--- config.mk ---
export PLATFORM = sky130hd
export DESIGN_NAME = lwcq_ram
export DESIGN_NICKNAME = d
export VERILOG_FILES = /design/src/length_weighted_coverage_quantile_assert.svh /design/src/lwcq_ram.sv
export SDC_FILE = /design/constraint.sdc
export NUM_CORES = 1
export LEC_CHECK = 0
export BUFFER_PORTS_ARGS = -buffer_cell sky130_fd_sc_hd__buf_2
export CAP_MARGIN = 20
export CORE_MARGIN = 2
export CORE_UTILIZATION = 65
export CTS_CLUSTER_DIAMETER = 100
export DETAILED_ROUTE_END_ITERATION = 6
export GPL_ROUTABILITY_DRIVEN = 0
export PLACE_DENSITY = 0.84
export SLEW_MARGIN = 20
export SYNTH_ARGS = -nofsm -noshare
export SYNTH_HDL_FRONTEND = slang
export SYNTH_SLANG_ARGS = --single-unit
--- constraint.sdc ---
create_clock -name clk_i -period 3.05 [get_ports clk_i]
set_input_delay 0.1525 -clock clk_i [delete_from_list [all_inputs] [get_ports clk_i]]
set_output_delay 0.1525 -clock clk_i [all_outputs]
set_load 0.05 [all_outputs]
--- src/length_weighted_coverage_quantile_assert.svh ---
// ---------------------------------------------------------------------------
// Length-weighted coverage quantile: assertion macros
// Property macros for the top-level RTL file of this block.
// ---------------------------------------------------------------------------
`ifndef LENGTH_WEIGHTED_COVERAGE_QUANTILE_ASSERT_SVH
`define LENGTH_WEIGHTED_COVERAGE_QUANTILE_ASSERT_SVH

// same-cycle implication
`define LWCQ_ASSERT_NOW(label, clk, rst_n, ante, cons) \
  label: assert property (@(posedge clk) disable iff (!rst_n) (ante) |-> (cons)) \
    else $error("lwcq assertion failed");

// next-cycle implication
`define LWCQ_ASSERT_NEXT(label, clk, rst_n, ante, cons) \
  label: assert property (@(posedge clk) disable iff (!rst_n) (ante) |=> (cons)) \
    else $error("lwcq assertion failed");

`endif

--- src/lwcq_ram.sv ---
// ---------------------------------------------------------------------------
// lwcq_ram
// Simple dual-port RAM, one write and one registered read port.
// ---------------------------------------------------------------------------
module lwcq_ram #(
  parameter int Width = 8,
  parameter int Depth = 16,
  parameter int AddrW = (Depth > 1) ? $clog2(Depth) : 1
) (
  input  logic             clk_i,
  input  logic             we_i,
  input  logic [AddrW-1:0] waddr_i,
  input  logic [Width-1:0] wdata_i,
  input  logic             re_i,
  input  logic [AddrW-1:0] raddr_i,
  output logic [Width-1:0] rdata_o
);

  logic [Width-1:0] mem [Depth];
  logic [Width-1:0] rdata_q;

  always_ff @(posedge clk_i) begin
    if (we_i) begin
      mem[waddr_i] <= wdata_i;
    end
    if (re_i) begin
      rdata_q <= mem[raddr_i];
    end
  end

  assign rdata_o = rdata_q;

endmodule

Yosys cells after proc, flatten, opt, wreduce, memory -nomap -nowiden
Memory sizes are Yosys's and may differ from the RTL's. A register that Yosys moved wholly into a read port is not among the register bits.
Index checks and enable logic that the tools add are counted.
Widths: inputs -> output; s select.
{ "op_classes": {"muxes": 2} }
{ "ops": {"columns": ["cell", "count"], "rows": [
  ["$mux 1", 2]
]} }
{ "totals": {"regBits": 0, "mem_bits_rw": 128, "input_bits": 19, "n_memories": 1} }
{ "memory_table": {"columns": ["memory", "depth", "word_bits", "rd", "rd_clocked_by_memory_dff", "wr", "line_no", "source"], "rows": [
  ["mem", 16, 8, 1, 1, 1, "lwcq_ram.sv:19", "logic [Width-1:0] mem [Depth];"]
]} }

Longest topological paths before layout
{ "depth": {"depth_word": 2, "ltp_mapped": 5, "ltp_nobuf": 3} }

Worst setup path before layout
No wires, ideal clock.
{ "synth_path": {"path_kind": "in2reg", "from": "input port waddr_i[2]", "to": "memory mem[0][0], enable pin", "setup_time_ps": 383, "arrival_ps": 1262, "path_slack_ps": 1405, "cell_stages": 2, "path_buffers": 0, "path_cell_list": "or3b_2 > nor3_1"} }
{ "synth_rtl": {"columns": ["item", "line_no", "source"], "rows": [
  ["start, declared", "lwcq_ram.sv:12", "input logic [AddrW-1:0] waddr_i,"],
  ["end, declared", "lwcq_ram.sv:19", null]
]} }
Straight into the memory's write port.

==> impl_metrics.yaml <==
die:
  start_util_pct: 67.3
  dieArea_um2: 8780
  rows: 32
  core_area_um2: 7770
  dieHeight_um: 93.7
  die_w_um: 93.7
  ioPinCount: 27
cts:
  post_cts_buffers: 0
  cts_tree: "done"
  post_cts_resized: 0
  cts.htree.levels: 4
  cts-root-buf: "clkbuf_8"
  cts_inserted_buffers: 17
  clock_latency_ns: 0.52
  cts_buffer_depth: 2
  cts_hold_buf: 1
  cts.sinks: 136
  clkTransAtPathRegs_ns: 0.06
layout:
  multiInputGateArea_um2: 1060
  nets: 291
  fin_util_pct: 78.3
  stdcell_count: 387
  num-fill-cells: 393
  antenna_cells: 0
  final_common_cell: "edfxtp_1"
  seqCellArea_um2: 4080
  final_cell_mix: "edfxtp_1 (136), buf_2 (26), mux4_2 (18)"
  drive_gt1_share_pct: 29.5
  synthToLayoutAreaGrowth_pct: 16.3
yosys:
  synth-edff-count: 136
  synth_cells: 229
  synthArstFlopShare_pct: 0
  synth_area_um2: 5230
  yosysTopAreaCell: "edfxtp_1"
  syn_avg_cell_area_um2: 22.8
  ys_types: 18
  synth_top_flop_cell: "edfxtp_1"
  ys_ff_latch: 136
  ys_seq_area_share_pct: 78.1
  synth.top_cell.area_share_pct: 78.1
  synth_warnings: 0
  synth_nets: 248
  synth_area_leaders: "edfxtp_1 (78%), mux4_2 (7.8%), mux4_1 (7.0%), a22oi_1 (2.3%), nor2_1 (0.93%)"
power:
  seqPwrFrac_pct: 47.5
  power_leakage_nw: 2.04
  vdd_drop_max_v: 0.000415
  power_switching_mw: 0.947
  p_per_area_nw_per_um2: 734
  power_frac_clock_pct: 47.6
  sw_frac_of_total_pct: 21.2
  totalPowerFinal_mw: 4.47
  p_comb_share_pct: 4.9
  p_int_mw: 3.52
grt:
  antenna_found_initial: 0
  grt-ovfl-total: 0
  grt_pass1_vias: 2602
  grt_pass1_wl_um: 16400
  grt_max_degree: 33
  grt_usage_pct: 28.2
setup_path:
  cp.arrival_ns: 1.84
  reg2reg_from: "mem[10][4]"
  crit_type: "flip-flop to flip-flop"
  path_max_fanout: 1
  crit_required_ns: 3.30
  worstSetupStartpoint: "mem[10][4]"
  cp-start-kind: "flip-flop"
  end_kind: "flip-flop"
sta:
  hold_viol: 0
  drv_slew: 0
  period_needed_ns: 1.59
  clock_skew_ns: 0.00707
  fin_crit_sh_pct: 52.1
  tightest_slew_ns: 1.06
  maxSlewHeadroom_pct: 29.0
  fin_setup_tns_ns: 0
  rsz0062_at_grt: "false"
  clock.fmax_mhz: 629
  finalSetupViolations: 0
place:
  port_buffers: 26
  dp.cells: 354
  dp_hpwl_um: 5910
drt:
  drc: 0
  vias_per_cell: 6.68
  route.met2.wl_um: 5330
  vias: 2587
  wl_met1_um: 4510
  wl_um: 11200
  ant_nets: 0
  avgRoutedWirePerCell_um: 28.9
  drt_iter0_markers: 252
  met3WireLength_um: 1120
  firstDrtPassIters: 6
  top_layer: "met4"
status:
  status: "finished, final reports clean"
flow_run:
  drv_cap: 0
worst_hold_path:
  hp-start: "wdata_i[0]"
  hold_path.class: "primary input to flip-flop"
==> state kept, by name, summed over array words and instances (netlist names) <==
signal and count:
mem 128, rdata_o 8
==> routing by layer <==
layer,vias to the layer above,track usage (%)
li1,1067,-
met1,1320,41.9
met2,179,41.1
met3,21,7.54
met4,0,11.0
met5,-,0
==> cells by family (layout without fill, tap and decap cells) <==
logic type	count (synthesis)	count (layout)	share of synthesized area, %
AOI/OAI and AO/OA	16	16	2.30
buffers and inverters	10	66	1.65
DFF	136	136	78.1
muxes	32	32	14.8
and+or+nand+nor	35	35	3.14
==> power groups by stage <==
stage	logic (mW)	registers (mW)	clock network (mW)
final	0.219	2.12	2.13
after global routing	0.232	2.12	2.20
after CTS	0.217	2.12	2.13
after detailed placement	0.213	2.16	0
after global placement	0.205	2.15	0
after floorplan	0.106	2.19	0
==> cells in the mapped netlist, types with 2 or more instances <==
cell and n:
edfxtp_1 136, mux4_2 18, a22oi_1 16, mux4_1 14, nor2_1 13, nand2_1 9
nor3_1 4, buf_2 3, buf_6 3, clkdlybuf4s25_2 3, nand2b_1 2, nand3b_1 2
==> through the flow <==
stage	worst slack, ns	cell area (um^2)	hold WS (ns)
2_1_floorplan	1.40	5230	0.251
3_3_place_gp	1.14	5450	0.518
3_5_place_dp	1.11	5450	0.531
4_1_cts	1.50	6080	0.00609
5_1_grt	1.45	6080	0.0129
6_report	1.46	6080	0.0107
==> final cells by class <==
class | count | area share (%)
Timing Repair Buffer | 34 | 3.17
Clock inverter | 14 | 3.23
Tap cell | 102 | 2.10
Sequential cell | 136 | 67.2
Multi-Input combinational cell | 83 | 17.5
Clock buffer | 18 | 6.87
==> critical path, cell delays in order, from the launching register on <==
cell	delay [ns]
edfxtp_1	0.40
mux4_1	0.59
a22oi_1	0.22
nand2_1	0.11
==> worst paths after layout <==
path | end | slack (ns) | depth (start not counted)
worst max-delay path | rdata_o[4] | 1.46 | 3
worst min-delay path | mem[6][0] | 0.01 | 1
worst max register to register | rdata_o[4] | 1.46 | 3
worst min register to register | rdata_o[2] | 0.74 | 3
(Power assumes the default switching activity.)
